<file path="src/rtl/hxu_pkg.sv">
// Shared constants, types and helpers for the hex text to UTF-8 decoder.
package hxu_pkg;

    localparam int STORE_DEPTH = 4;
    localparam int COUNT_OVER  = 5;
    localparam int CNT_W       = 3;
    localparam int IDX_W       = 2;

    localparam logic [7:0] CHAR_SPACE = 8'h20;
    localparam logic [7:0] CHAR_TAB   = 8'h09;
    localparam logic [7:0] CHAR_CR    = 8'h0D;
    localparam logic [7:0] CHAR_ZERO  = 8'h30;
    localparam logic [7:0] CHAR_LOW_X = 8'h78;
    localparam logic [7:0] CHAR_UP_X  = 8'h58;

    // U+FFFD in UTF-8
    localparam logic [7:0] REPL_BYTE0 = 8'hEF;
    localparam logic [7:0] REPL_BYTE1 = 8'hBF;
    localparam logic [7:0] REPL_BYTE2 = 8'hBD;

    typedef struct packed {
        logic       ok;
        logic [3:0] value;
    } hex_digit_t;

    typedef struct packed {
        logic       bad;
        logic [6:0] value;
    } symbol_t;

    function automatic hex_digit_t hex_value(input logic [7:0] c);
        hex_digit_t d;
        d.ok    = 1'b1;
        d.value = 4'd0;
        if (c >= 8'h30 && c <= 8'h39)
        begin
            d.value = 4'(c - 8'h30);
        end
        else if (c >= 8'h41 && c <= 8'h46)
        begin
            d.value = 4'(c - 8'h37);
        end
        else if (c >= 8'h61 && c <= 8'h66)
        begin
            d.value = 4'(c - 8'h57);
        end
        else
        begin
            d.ok = 1'b0;
        end
        return d;
    endfunction

    function automatic logic is_x(input logic [7:0] c);
        return (c == CHAR_LOW_X) || (c == CHAR_UP_X);
    endfunction

endpackage

</file>
<file path="src/rtl/hxu_decode.sv">
// Token decode: prefix removal, hex digit check and range check of a stored token.
module hxu_decode
(
    input  logic [7:0]            store [hxu_pkg::STORE_DEPTH],
    input  logic [hxu_pkg::CNT_W-1:0] count,
    input  logic                  interior,
    output hxu_pkg::symbol_t      symbol
);

    logic [hxu_pkg::CNT_W-1:0] start;
    logic [hxu_pkg::CNT_W-1:0] remain;
    logic [hxu_pkg::IDX_W-1:0] idx0;
    logic [hxu_pkg::IDX_W-1:0] idx1;
    hxu_pkg::hex_digit_t       d0;
    hxu_pkg::hex_digit_t       d1;
    logic [7:0]                value8;
    logic                      bad;

    always_comb
    begin
        if (count >= 3'd2 && store[0] == hxu_pkg::CHAR_ZERO && hxu_pkg::is_x(store[1]))
        begin
            start = 3'd2;
        end
        else if (count >= 3'd1 && hxu_pkg::is_x(store[0]))
        begin
            start = 3'd1;
        end
        else
        begin
            start = 3'd0;
        end

        remain = count - start;
        idx0   = start[hxu_pkg::IDX_W-1:0];
        idx1   = idx0 + 2'd1;
        d0     = hxu_pkg::hex_value(store[idx0]);
        d1     = hxu_pkg::hex_value(store[idx1]);

        if (remain == 3'd2)
        begin
            value8 = {d0.value, d1.value};
        end
        else
        begin
            value8 = {4'd0, d0.value};
        end

        bad = interior
            || (count > 3'(hxu_pkg::STORE_DEPTH))
            || (remain == 3'd0)
            || (remain > 3'd2)
            || !d0.ok
            || ((remain == 3'd2) && !d1.ok)
            || value8[7];

        symbol.bad   = bad;
        symbol.value = value8[6:0];
    end

endmodule

</file>
<file path="src/rtl/hex_text_to_utf8_decoder.sv">
// Top level: hex text tokeniser with UTF-8 byte output.
// Takes one text character per cycle while no closing request waits. A space or
// a request with tlast set closes the current token; a non-empty token yields
// one symbol, either the decoded byte or U+FFFD as EF BF BD. One symbol is held
// in the output register; a closing request that yields a symbol waits while
// the previous symbol is still being sent, all other requests are taken at once.
// A symbol's first byte appears in the cycle after its closing request is taken.
module hex_text_to_utf8_decoder
(
    input  logic       clk,
    input  logic       rst_n,
    input  logic       s_tvalid,
    output logic       s_tready,
    input  logic [7:0] s_tdata,   // [7:0] text_byte
    input  logic       s_tlast,   // end_of_text
    output logic       m_tvalid,
    input  logic       m_tready,
    output logic [7:0] m_tdata,   // [7:0] out_byte
    output logic       m_tlast    // symbol_end
);

    logic [7:0]                store_reg [hxu_pkg::STORE_DEPTH];
    logic [hxu_pkg::CNT_W-1:0] count_reg;
    logic [hxu_pkg::CNT_W-1:0] count_next;
    logic                      trail_reg;
    logic                      trail_next;
    logic                      interior_reg;
    logic                      interior_next;

    logic                      pend_valid_reg;
    logic                      pend_valid_next;
    logic [hxu_pkg::IDX_W-1:0] pend_idx_reg;
    logic [hxu_pkg::IDX_W-1:0] pend_idx_next;
    hxu_pkg::symbol_t          pend_sym_reg;

    hxu_pkg::symbol_t          dec_sym;
    logic                      is_close;
    logic                      is_strip;
    logic                      emits;
    logic                      accept;
    logic                      out_hs;
    logic                      store_we;

    hxu_decode u_decode
    (
        .store    (store_reg),
        .count    (count_reg),
        .interior (interior_reg),
        .symbol   (dec_sym)
    );

    assign is_close = s_tlast || (s_tdata == hxu_pkg::CHAR_SPACE);
    assign is_strip = (s_tdata >= hxu_pkg::CHAR_TAB) && (s_tdata <= hxu_pkg::CHAR_CR);
    assign emits    = is_close && (count_reg != 3'd0);
    assign s_tready = !pend_valid_reg || !emits;
    assign accept   = s_tvalid && s_tready;
    assign out_hs   = m_tvalid && m_tready;
    assign store_we = accept && !is_close && !is_strip
                      && (count_reg < 3'(hxu_pkg::STORE_DEPTH));

    always_comb
    begin
        count_next    = count_reg;
        trail_next    = trail_reg;
        interior_next = interior_reg;
        if (accept)
        begin
            if (is_close)
            begin
                count_next    = 3'd0;
                trail_next    = 1'b0;
                interior_next = 1'b0;
            end
            else if (is_strip)
            begin
                if (count_reg != 3'd0)
                begin
                    trail_next = 1'b1;
                end
            end
            else
            begin
                if (trail_reg)
                begin
                    interior_next = 1'b1;
                    trail_next    = 1'b0;
                end
                if (count_reg < 3'(hxu_pkg::COUNT_OVER))
                begin
                    count_next = count_reg + 3'd1;
                end
            end
        end
    end

    always_comb
    begin
        pend_valid_next = pend_valid_reg;
        pend_idx_next   = pend_idx_reg;
        if (out_hs)
        begin
            if (m_tlast)
            begin
                pend_valid_next = 1'b0;
            end
            else
            begin
                pend_idx_next = pend_idx_reg + 2'd1;
            end
        end
        if (accept && emits)
        begin
            pend_valid_next = 1'b1;
            pend_idx_next   = 2'd0;
        end
    end

    always_ff @(posedge clk or negedge rst_n)
    begin
        if (!rst_n)
        begin
            count_reg      <= '0;
            trail_reg      <= 1'b0;
            interior_reg   <= 1'b0;
            pend_valid_reg <= 1'b0;
            pend_idx_reg   <= '0;
        end
        else
        begin
            count_reg      <= count_next;
            trail_reg      <= trail_next;
            interior_reg   <= interior_next;
            pend_valid_reg <= pend_valid_next;
            pend_idx_reg   <= pend_idx_next;
        end
    end

    always_ff @(posedge clk)
    begin
        if (store_we)
        begin
            store_reg[count_reg[hxu_pkg::IDX_W-1:0]] <= s_tdata;
        end
        if (accept && emits)
        begin
            pend_sym_reg <= dec_sym;
        end
    end

    always_comb
    begin
        m_tvalid = pend_valid_reg;
        if (pend_sym_reg.bad)
        begin
            case (pend_idx_reg)
                2'd0:    m_tdata = hxu_pkg::REPL_BYTE0;
                2'd1:    m_tdata = hxu_pkg::REPL_BYTE1;
                default: m_tdata = hxu_pkg::REPL_BYTE2;
            endcase
            m_tlast = (pend_idx_reg == 2'd2);
        end
        else
        begin
            m_tdata = {1'b0, pend_sym_reg.value};
            m_tlast = 1'b1;
        end
    end

endmodule

</file>
<file path="config.mk">
export PLATFORM = sky130hd
export DESIGN_NAME = hex_text_to_utf8_decoder
export DESIGN_NICKNAME = d
export VERILOG_FILES = /design/src/rtl/hxu_pkg.sv /design/src/rtl/hxu_decode.sv /design/src/rtl/hex_text_to_utf8_decoder.sv
export SDC_FILE = /design/constraint.sdc
export NUM_CORES = 1
export LEC_CHECK = 0
export ABC_AREA = 1
export ABC_CLOCK_PERIOD_IN_PS = 2950
export BUFFER_PORTS_ARGS = -buffer_cell sky130_fd_sc_hd__buf_2
export CAP_MARGIN = 20
export CORE_ASPECT_RATIO = 0.75
export CORE_UTILIZATION = 30
export CTS_BUF_LIST = sky130_fd_sc_hd__clkbuf_4 sky130_fd_sc_hd__clkbuf_8
export CTS_CLUSTER_SIZE = 12
export DETAILED_ROUTE_END_ITERATION = 6
export GPL_TIMING_DRIVEN = 0
export PLACE_DENSITY = 0.48
export SETUP_SLACK_MARGIN = 0.3
export SYNTH_ARGS = -nofsm -noshare
export SYNTH_HDL_FRONTEND = slang
export SYNTH_HIERARCHICAL = 1
export SYNTH_SLANG_ARGS = --single-unit
export TNS_END_PERCENT = 1
</file>
<file path="constraint.sdc">
create_clock -name clk -period 2.95 [get_ports clk]
set_clock_uncertainty 0.05 [all_clocks]
set_input_delay 0.295 -clock clk [delete_from_list [all_inputs] [get_ports clk]]
set_output_delay 0.295 -clock clk [all_outputs]
set_load 0.01 [all_outputs]
</file>
# Yosys cells after proc, flatten, opt, wreduce, memory -nomap -nowiden
# Index checks and enable logic that the tools add are counted.
word_totals:
  ff_bits: 48
  in_bits: 13
  output_inout_bits: 11
  elab_cells: 150
classes:
  n_addsub: 10
  order_cmp: 24
  n_eq_ne: 12
  mux: 42
  bitwise_logic: 3
  n_reduce_logical: 47
ops:
  columns: ["cell", "count"]
  rows:
  - ["2-to-1 mux 8 bit", 7]
  - ["binary-select mux 8 bit (select 2 bit)", 2]
  - ["bitwise mux 32 bit", 1]
  - ["== test 8 x 7 -> 1 bit (second input constant)", 4]
  - [">= comparator 8 x 7 -> 1 bit (second input constant)", 4]
  - ["less-or-equal comparator 8 x 7 -> 1 bit (second input constant)", 4]
  - ["2-to-1 mux 4 bit", 6]
  - ["logical AND 1 bit", 19]
  - ["2-to-1 mux 1 bit", 17]
  - ["demux 8 bit (select 2 bit)", 1]
  - ["== test 8 x 6 -> 1 bit (second input constant)", 2]
  - [">= comparator 8 x 6 -> 1 bit (second input constant)", 2]
  - ["less-or-equal comparator 8 x 6 -> 1 bit (second input constant)", 2]
  - ["subtractor 4 x 3 -> 4 bit (second input constant)", 4]
  - ["one-hot mux 7 bit (2 select lines)", 1]
  - ["2-to-1 mux 3 bit", 4]
  - ["logical OR 1 bit", 10]
  - [">= comparator 3 bit (second input constant)", 3]
  - ["inverter 2 -> 3 bit", 3]
  - [">= comparator 8 x 4 -> 1 bit (second input constant)", 1]
  - ["less-or-equal comparator 8 x 4 -> 1 bit (second input constant)", 1]
  - ["nonzero test 2 bit", 4]
  - ["subtractor 4 x 1 -> 4 bit (second input constant)", 2]
  - ["zero test 1 bit", 6]
  - ["other kinds (21)", 28]

# Logic depth before layout (Yosys ltp)
# Gate-level depths: netlist of run 1.
depth:
  depth_word: 19
  ltp_mapped: 22

# Hierarchy
# Netlist of run 1, hierarchy kept.
by_module_without_submodules:
  columns: ["mod", "instances", "cells_each", "area_each_um2"]
  rows:
  - ["hex_text_to_utf8_decoder", 1, 160, 1980.6]
  - ["hxu_decode", 1, 274, 1353.8]

# Worst setup path after synthesis of run 1
# Ideal clock, no wire load.
synth_path:
  path_kind: "reg-to-reg"
  start: "reg count_reg[2] (netlist bit)"
  end: "reg pend_sym_reg[2] (netlist bit), data pin"
  arrival_ps: 2270
  setup_slack_ps: 377
  stages_incl_launch_ff: 20
  path_buffers: 1
  synth_period_minus_slack_ps: 2573
  cell_sequence: "dfrtp_1 nor2_2 a21oi_4 nand2_2 buf_6 nand2_1 nand2_1 nand2_1 nand2_1 inv_1 ha_1 or2_2 nand3_1 nand2_1 nand3_2 nand3_1 nand2_1 inv_1 nand2_1 nand2_1"
synth_rtl:
  columns: ["item", "line", "rtl"]
  rows:
  - ["start, declared", "hex_text_to_utf8_decoder.sv:23", "logic [hxu_pkg::CNT_W-1:0] count_reg;"]
  - ["start signal, assigned", "hex_text_to_utf8_decoder.sv:130", "count_reg <= count_next;"]
  - ["end signal, assigned", "hex_text_to_utf8_decoder.sv:146", "pend_sym_reg <= dec_sym;"]
  - ["end, declared", "hex_text_to_utf8_decoder.sv:34", "hxu_pkg::symbol_t pend_sym_reg;"]

==> results.py, run 1 <==
metrics = {
    "status": {
        "status": "finished, final reports clean",
    },
    "detailed_routing": {
        "drt_iter0_markers": 148,
        "totalWireLength_mm": 8.24,
        "vias": 2870,
        "route.detailed.drc": 0,
        "ant_nets": 0,
        "vias_per_cell": 4.54,
        "avgRoutedWirePerCell_um": 13.0,
        "first_pass_iters": 5,
    },
    "global_route": {
        "grt_pass1_wl_mm": 13.3,
        "track_usage": 0.155,
        "grt.overflow.total": 0,
        "antenna_found_initial": 0,
        "grt_pass1_vias": 2668,
        "grt_max_degree": 17,
    },
    "clock_tree": {
        "cts_root_buffer": "clkbuf_8",
        "ctsHtreeMaxLevel": 2,
        "worstSkewPairLatency_ns": 0.32,
        "cts_made_buffers": 5,
        "cts_tree": "yes",
        "clockBufferDepth": 2,
        "cts.sinks": 48,
        "clkSlewWorstSetupHoldPaths_ns": 0.10,
    },
    "synth": {
        "yosysWarnings": 6,
        "syn_nets": 463,
        "syn_inst": 434,
        "ys_seq_area_frac": 0.420,
        "syn-cell-area_um2": 3330,
        "yosysUniqueCellTypes": 34,
        "avgSynthCellArea_um2": 7.68,
        "ys_ff_latch": 48,
    },
    "placement": {
        "dpl.hpwl_mm": 6.33,
        "io_buffers": 23,
        "placed_cell_area_um2": 3620,
        "dp_slack_ns": -0.0937,
        "globalplace.congestion": 0.880,
    },
    "worst_setup_path": {
        "critPathLaunchType": "register",
        "crit_arrival_ns": 2.75,
        "slowest_stage": "edfxtp_1",
        "slowest_delay_ns": 0.42,
        "endpoint_kind": "register",
        "path_class": "reg2reg",
        "cp_cell_sequence": "nor2_2, nand2_4, nor2_4, nand2_4, inv_2, nand2_1, nand3_2, inv_2, ha_1, or2_2, nand3_2, nand2_2, nand3_4, buf_4, a21oi_1, nand2_1, nand2_1",
        "crit_fanout": 8,
        "critPathRequiredTime_ns": 2.99,
        "cp_common_cell": "nand2_1",
    },
    "final_layout": {
        "syn_to_final_growth_pct": 23.8,
        "diodes": 0,
        "fill_cells": 1084,
        "largest_reg_flops": 32,
        "final_common_cell": "nand2_1",
        "nNetsFinal": 524,
        "drive_above_1_share": 0.280,
        "final_cell_mix": "128 x nand2_1, 60 x inv_1, 48 x nor2_1",
        "final_cell_area_um2": 4130,
    },
    "timing": {
        "period_minus_slack_ns": 2.71,
        "rsz0062_at_grt": "true",
        "worst_pin_slew_ns": 0.953,
        "slew_viol_final": 0,
        "setup_violations": 0,
        "setup_ws_ns": 0.237,
        "hold_viol": 0,
        "maxSlewHeadroom": 0.362,
        "fmax_mhz": 369,
        "finalCritPeriodShare": 0.920,
    },
    "floorplan": {
        "rows": 32,
        "core_area_um2": 10500,
        "start_util": 0.317,
        "dieArea_um2": 11500,
        "fp.dieW_um": 124,
        "die_y_um": 93.3,
        "io-pin-count": 24,
    },
    "power_and_ir_drop": {
        "p_leak_nw": 1.93,
        "power_density_nw_per_um2": 500,
        "vdd_drop_max_v": 0.000188,
    },
    "job": {
        "drv_cap": 0,
    },
    "worst_hold_path": {
        "hold_path.class": "in2reg",
    },
}
[per-stage QoR]
stage          total power (W)  hold slack (ns)   util  std cells  setup TNS, ns
6_report               0.00206            0.187  0.392        632              0
2_1_floorplan          0.00130          -0.0506      -        434              0
4_1_cts                0.00205            0.175  0.377        620              0
3_5_place_dp           0.00148           0.0961  0.344        593         -0.250
3_3_place_gp           0.00147           0.0963  0.344        593         -0.220
5_1_grt                0.00221            0.179  0.392        632              0
[routing by layer]
| metal | routed length [um] | GRT usage | vias to the layer above |
|---|---|---|---|
| li1 | - | - | 1490 |
| met1 | 4460 | 0.233 | 1315 |
| met2 | 3280 | 0.224 | 55 |
| met3 | 378 | 0.0232 | 10 |
| met4 | 121 | 0.0472 | 0 |
| met5 | 0 | 0 | - |
[layout make-up]
| type | instances | area (um2) | share of cell area |
|---|---|---|---|
| plain buffers | 6 | 63.8 | 0.0155 |
| clock buffers | 5 | 68.8 | 0.0167 |
| clock inverters | 3 | 47.5 | 0.0115 |
| inverters | 73 | 277 | 0.0670 |
| multi-input cells | 307 | 1740 | 0.423 |
| flip-flops and latches | 48 | 1410 | 0.341 |
| well taps | 136 | 170 | 0.0412 |
| repair buffers | 54 | 350 | 0.0849 |
[final timing paths]
kind	startpoint	endpoint	slack, ns	cells after the start
max in group asynchronous	rst_n	count_reg[1]	2.38	2
worst min-delay path	m_tready	m_tvalid	0.19	4
worst min register to register	trail_reg	trail_reg	0.44	2
worst max register to register	store_reg[25]	pend_sym_reg[2]	0.24	17
min in group asynchronous	rst_n	trail_reg	0.29	2
worst max-delay path	store_reg[25]	pend_sym_reg[2]	0.24	17
[where the power goes]
group,switching (W),internal (W)
combinational,0.000428,0.000256
clock,0.000248,0.000256
sequential,0.0000569,0.000819
total,0.000733,0.00133
[cell usage after synthesis]
master	n	share of area
nor2_2	10	0.019
buf_6	2	0.0068
nor3_1	2	0.0030
a21oi_4	2	0.0098
edfxtp_1	40	0.36
fa_1	1	0.0060
inv_2	7	0.0079
a21oi_1	5	0.0075
dfrtp_1	8	0.060
nand3b_1	2	0.0045
o21ai_2	4	0.011
ha_1	15	0.056
xnor2_1	1	0.0026
nor2_1	49	0.055
nand3_1	34	0.051
nor2_4	4	0.014
o2111ai_1	1	0.0026
nand2_1	133	0.15
o21ai_0	5	0.0075
o21ai_1	9	0.014
nand4_2	1	0.0038
nand3_2	2	0.0060
nor4_1	1	0.0019
inv_1	65	0.073
nand4_1	7	0.013
or2_4	1	0.0026
buf_4	4	0.0090
nor3_4	1	0.0049
nand2_4	1	0.0034
nand2_2	9	0.017
nand3_4	1	0.0053
or2_2	5	0.0094
clkinv_1	1	0.0011
xor2_1	1	0.0026
[logic make-up (layout without fill, tap and decap cells)]
| logic type | count (synthesis) | count (layout) | synth area share |
|---|---|---|---|
| AND/OR/NAND/NOR | 263 | 263 | 0.363 |
| buffers and inverters | 79 | 141 | 0.0979 |
| flip-flops | 48 | 48 | 0.420 |
| AO/OA/AOI/OAI | 26 | 26 | 0.0514 |
| adder cells (fa/ha/maj) | 16 | 16 | 0.0623 |
| XOR/XNOR | 2 | 2 | 0.00525 |
[critical path: cells and delay by family (launching register included)]
kind,cells,cell delay [ns]
fa+ha+maj,1,0.20
simple gates,12,1.44
buf+inv,3,0.32
flops,1,0.42
compound gates,1,0.05
[repair_timing]
action / 4_1_cts / 5_1_grt
gates resized for setup: 27 / 14
endpoints found under the hold margin: 8 / 0
setup buffers: 18 / 12
endpoints found under the setup margin: 8 / 8
hold buffers: 1 / 0
pin swaps: 12 / 8
Power figures use the tool's default switching activity.
==> run 2: changes to the inputs <==
Settings changed: PLACE_DENSITY 0.48 to default.
==> run 2 against run 1 <==
Power shrank 0.56%; fmax shrank 0.33%; first-iteration DRC count grew 32%; register-to-register slack is essentially flat; non-clock buffer count grew 1; die area is the same; sequential cell count is the same; critical path depth grew 4; final cell count grew 0.16%; critical endpoint is now pend_sym_reg[7].
==> results.py, run 2 (same netlist as run 1, synthesis figures left out) <==
metrics = {
    "status": {
        "status": "finished, final reports clean",
    },
    "timing": {
        "setup-tns-final_ns": 0,
        "maxSlewHeadroom": 0.450,
        "finalCritPeriodShare": 0.923,
        "holdWs_ns": 0.201,
        "worst_pin_slew_ns": 0.821,
        "hold_viol": 0,
        "fmax_mhz": 367,
        "rsz0062_at_grt": "true",
        "slew_viol_final": 0,
        "period_minus_slack_ns": 2.72,
        "setup_violations": 0,
    },
    "floorplan": {
        "start_util": 0.317,
        "die_y_um": 93.3,
        "dieArea_um2": 11500,
        "io-pin-count": 24,
        "fp.dieW_um": 124,
        "rows": 32,
        "core_area_um2": 10500,
    },
    "placement": {
        "place_inst": 593,
        "globalplace.congestion": 0.864,
        "io_buffers": 23,
        "dpl.hpwl_mm": 6.10,
        "placed_cell_area_um2": 3620,
    },
    "clock_tree": {
        "ctsHtreeMaxLevel": 2,
        "clockBufferDepth": 2,
        "clkSlewWorstSetupHoldPaths_ns": 0.10,
        "cts_tree": "yes",
        "cts_made_buffers": 5,
        "worstSkewPairLatency_ns": 0.31,
        "cts.sinks": 48,
        "cts_root_buffer": "clkbuf_8",
    },
    "power_and_ir_drop": {
        "power_frac_seq": 0.428,
        "vdd_drop_max_v": 0.000227,
        "power_density_nw_per_um2": 487,
        "p_int_w": 0.00133,
        "clkPwrFrac": 0.242,
        "p_sw_w": 0.000726,
        "p_leak_nw": 1.97,
        "sw_frac_of_total": 0.354,
        "comb_power_share": 0.330,
    },
    "final_layout": {
        "final_cell_mix": "126 x nand2_1, 61 x inv_1, 48 x nor2_1",
        "drive_above_1_share": 0.288,
        "largest_reg_flops": 32,
        "syn_to_final_growth_pct": 26.5,
        "final_common_cell": "nand2_1",
        "stdcell_count": 633,
        "utilization": 0.401,
        "nNetsFinal": 525,
        "diodes": 0,
        "final_cell_area_um2": 4220,
    },
    "worst_setup_path": {
        "critPathRequiredTime_ns": 2.98,
        "path_class": "reg2reg",
        "crit_arrival_ns": 2.76,
        "critPathLaunchType": "register",
        "endpoint_kind": "register",
        "crit_fanout": 7,
        "reg2regPathDepth": 21,
    },
    "global_route": {
        "track_usage": 0.149,
        "grt_pass1_vias": 2712,
        "grt.overflow.total": 0,
        "antenna_found_initial": 0,
        "grt_pass1_wl_mm": 13.1,
        "grt_max_degree": 17,
    },
    "worst_hold_path": {
        "hold_path.class": "in2reg",
        "hold_path_depth": 1,
    },
    "detailed_routing": {
        "first_pass_iters": 4,
        "avgRoutedWirePerCell_um": 12.9,
        "ant_nets": 0,
        "route.detailed.drc": 0,
        "vias": 2874,
        "vias_per_cell": 4.54,
        "totalWireLength_mm": 8.16,
        "drt_iter0_markers": 195,
    },
    "job": {
        "drv_cap": 0,
    },
}
[run 2: timing repair]
action                     CTS  global route
resized for setup           31            22
hold endpoints to repair     8             0
setup endpoints to repair    8             8
hold buffers                 1             0
gates cloned                 1             0
buffers inserted            16            14
pin swaps                   13            15
[run 2: cell type report]
cell class | count | area [um2]
buffer | 6 | 67.6
clock buffer | 5 | 68.8
clock inverter | 3 | 46.3
fill | 1060 | 6310
inverter | 73 | 284
multi-input combinational | 307 | 1790
sequential | 48 | 1410
tap | 136 | 170
timing repair buffer | 55 | 383
[run 2: power by group through the flow]
stage	Sequential, W	Combinational, W	Clock [W]
after floorplan	0.000883	0.000421	0
after global placement	0.000901	0.000561	0
after detailed placement	0.000902	0.000572	0
after CTS	0.000879	0.000642	0.000507
after global routing	0.000890	0.000771	0.000537
final	0.000879	0.000677	0.000497
[run 2: path summary, 6_finish.rpt]
| path | to | slack (ns) | from |
|---|---|---|---|
| hold / removal | store_reg[16] | 0.20 | s_tdata[0] |
| max in group asynchronous | count_reg[0] | 2.36 | rst_n |
| setup reg to reg | pend_sym_reg[7] | 0.23 | store_reg[25] |
| setup / recovery | pend_sym_reg[7] | 0.23 | store_reg[25] |
| hold reg to reg | trail_reg | 0.44 | trail_reg |
| min in group asynchronous | trail_reg | 0.31 | rst_n |
[run 2: stage by stage]
step / total power, W / worst slack, ns
after floorplan: 0.00130 / 0.377
after global placement: 0.00146 / 0.00947
after detailed placement: 0.00147 / -0.0387
after CTS: 0.00203 / 0.231
after global routing: 0.00220 / 0.0581
final: 0.00205 / 0.228
[run 2: critical path: stages (launching register included)]
cell,delay [ns]
edfxtp_1,0.42
nor2_2,0.17
nand2_4,0.10
nor2_4,0.16
nand2_4,0.12
buf_8,0.16
o21ai_4,0.11
nand2_2,0.08
nand2_4,0.10
inv_4,0.05
ha_4,0.15
nor2_1,0.08
nand3_1,0.10
inv_1,0.06
nand2_1,0.06
nand3_2,0.05
nor2_1,0.04
nor2_1,0.14
nand2_1,0.07
nand2_1,0.06
nand2_1,0.05
buf_4,0.12
[run 2: per-layer routing]
layer | track usage | wire, um | up-vias | share of wire
met5 | 0 | 0 | - | 0
met4 | 0.0331 | 66 | 0 | 0.0081
met3 | 0.0305 | 513 | 7 | 0.063
met2 | 0.225 | 3530 | 77 | 0.43
met1 | 0.216 | 4050 | 1302 | 0.50
li1 | - | - | 1488 | -
==> run 3: changes to the inputs <==
Settings changed: ABC_AREA 1 to default.
==> run 3 against run 2 <==
The run now ends with negative setup slack left; synthesized cell count down 40%; highest routed layer unchanged; largest cell class unchanged; global-route usage is 0.48 points lower; area after synthesis down 11%; sequential share of layout area up 5.8 points; combinational power shrank 2%; power increased by 1.4%.
==> results.py, run 3 <==
metrics = {
    "status": {
        "status": "finished, violations left",
        "violations": "negative setup slack",
    },
    "placement": {
        "place_inst": 415,
        "dpl.hpwl_mm": 5.11,
        "io_buffers": 23,
        "globalplace.congestion": 0.874,
        "placed_cell_area_um2": 3300,
    },
    "synth": {
        "ys_top_cells_by_count": "40 x edfxtp_1, 23 x inv_1, 21 x nor2_1",
        "syn_inst": 259,
        "ys_ff_latch": 48,
        "synth_top_area_frac": 0.405,
        "yosysWarnings": 6,
        "ys_top_cells_by_area": "edfxtp_1 40%, dfrtp_1 6.7%, ha_1 6.3%, inv_1 2.9%, nor2_1 2.7%",
        "avgSynthCellArea_um2": 11.5,
        "ys_seq_area_frac": 0.472,
        "async_reset_ff_frac": 0.167,
        "synth_edf_count": 40,
        "syn-cell-area_um2": 2970,
        "syn_nets": 288,
        "synth_top_flop_cell": "edfxtp_1",
        "yosysMostFrequentCell": "edfxtp_1",
        "synth_top_area_cell": "edfxtp_1",
        "yosysUniqueCellTypes": 76,
    },
    "global_route": {
        "grt_pass1_wl_mm": 11.0,
        "grt.overflow.total": 0,
        "grt_max_degree": 16,
        "antenna_found_initial": 0,
        "track_usage": 0.144,
        "grt_pass1_vias": 2117,
    },
    "detailed_routing": {
        "route.detailed.drc": 0,
        "ant_nets": 0,
        "totalWireLength_mm": 6.87,
        "first_pass_iters": 4,
        "avgRoutedWirePerCell_um": 15.6,
        "vias_per_cell": 5.11,
        "vias": 2247,
        "drt_iter0_markers": 142,
    },
    "final_layout": {
        "drive_above_1_share": 0.321,
        "diodes": 0,
        "nNetsFinal": 336,
        "utilization": 0.373,
        "syn_to_final_growth_pct": 20.9,
        "stdcell_count": 440,
        "final_common_cell": "edfxtp_1",
        "final_cell_area_um2": 3590,
        "final_cell_mix": "40 x edfxtp_1, 23 x buf_2, 21 x nor2_1",
        "largest_reg_flops": 32,
        "fill_cells": 990,
    },
    "timing": {
        "finalCritPeriodShare": 1.04,
        "rsz0062_at_grt": "true",
        "fmax_mhz": 325,
        "setup_ws_ns": -0.123,
        "setup_violations": 8,
        "setup-tns-final_ns": -0.744,
        "worst_pin_slew_ns": 0.759,
        "slew_viol_final": 0,
        "period_minus_slack_ns": 3.07,
        "maxSlewHeadroom": 0.492,
        "hold_viol": 0,
    },
    "clock_tree": {
        "cts_root_buffer": "clkbuf_8",
        "cts.sinks": 48,
        "clkSlewWorstSetupHoldPaths_ns": 0.09,
        "ctsHtreeMaxLevel": 2,
        "cts_tree": "yes",
        "worstSkewPairLatency_ns": 0.31,
        "clockBufferDepth": 2,
        "cts_made_buffers": 5,
    },
    "worst_setup_path": {
        "critPathLaunchType": "register",
        "path_class": "reg2reg",
        "path_delay_family": "simple AND/OR/NAND/NOR gates",
        "crit_fanout": 6,
        "cp_cell_sequence": "buf_6, nor4b_4, buf_4, nand3_4, o21ai_2, o221a_4, inv_2, ha_4, nor2_1, o21ai_0, and4b_1, a21oi_1, mux2i_1",
        "slowest_delay_ns": 0.43,
        "endpoint_kind": "register",
        "crit_arrival_ns": 3.08,
        "slowest_stage": "edfxtp_1",
        "critPathRequiredTime_ns": 2.96,
        "path_buf_inv": 3,
    },
    "floorplan": {
        "io-pin-count": 24,
        "dieArea_um2": 10300,
        "start_util": 0.309,
        "die_y_um": 88.1,
        "core_area_um2": 9620,
        "fp.dieW_um": 117,
        "rows": 31,
    },
    "power_and_ir_drop": {
        "p_leak_nw": 1.33,
        "power_density_nw_per_um2": 580,
        "vdd_drop_max_v": 0.000268,
    },
    "job": {
        "drv_cap": 0,
    },
    "worst_hold_path": {
        "hold_path.class": "in2reg",
    },
}
run 3: what timing repair did:
item / 4_1_cts / 5_1_grt
setup endpoints to repair: 8 / 8
buffers inserted: 16 / 0
hold buffers: 1 / 0
pin swaps: 8 / 0
hold endpoints to repair: 8 / 0
gates resized for setup: 14 / 1
run 3: path summary, 6_finish.rpt:
check	cells after the start	startpoint	end	slack [ns]
worst max register to register	13	store_reg[26]	pend_sym_reg[2]	-0.12
max in group asynchronous	2	rst_n	count_reg[0]	2.37
worst min-delay path	2	s_tvalid	interior_reg	0.15
worst max-delay path	13	store_reg[26]	pend_sym_reg[2]	-0.12
min in group asynchronous	2	rst_n	pend_idx_reg[0]	0.30
worst min register to register	2	trail_reg	trail_reg	0.47
run 3: layer usage:
metal  track usage  up-vias  share of wire  wire, um
met5             0        -              0         0
met4        0.0380        0         0.0084        58
met3        0.0353        7          0.054       372
met2         0.213       62           0.43      2930
met1         0.209     1084           0.51      3510
li1              -     1094              -         -
run 3: per-stage QoR:
step | power (W) | hold WS [ns] | setup slack [ns]
finish | 0.00208 | 0.153 | -0.123
global route | 0.00223 | 0.140 | -0.261
CTS | 0.00209 | 0.141 | -0.0558
floorplan | 0.00137 | -0.0506 | 0.0582
detailed placement | 0.00156 | 0.0942 | -0.321
global placement | 0.00154 | 0.0920 | -0.288
run 3: cell type report:
cell class	count	area, um2	area share
Clock buffer	5	68.8	0.0192
Clock inverter	3	42.5	0.0119
Inverter	25	98.8	0.0275
Sequential cell	48	1410	0.392
Buffer	4	38.8	0.0108
Timing Repair Buffer	41	260	0.0725
Tap cell	132	165	0.0460
Multi-Input combinational cell	182	1510	0.421
run 3: logic make-up (layout without fill, tap and decap cells):
family	count (synthesis)	after routing	share of synthesized area
muxes	9	9	0.0316
xor gates and xnor gates	2	2	0.00590
buffers and inverters	29	78	0.0455
DFF	48	48	0.472
AOI/OAI and AO/OA	70	70	0.186
and+or+nand+nor	85	85	0.189
adders and majority gates	16	16	0.0700
run 3: report_power, final:
| group | total [W] | internal (W) | leakage [nW] | switching, W |
|---|---|---|---|---|
| combinational | 0.000661 | 0.000281 | 0.812 | 0.000380 |
| sequential | 0.000943 | 0.000847 | 0.463 | 0.0000966 |
| clock | 0.000476 | 0.000251 | 0.0558 | 0.000225 |
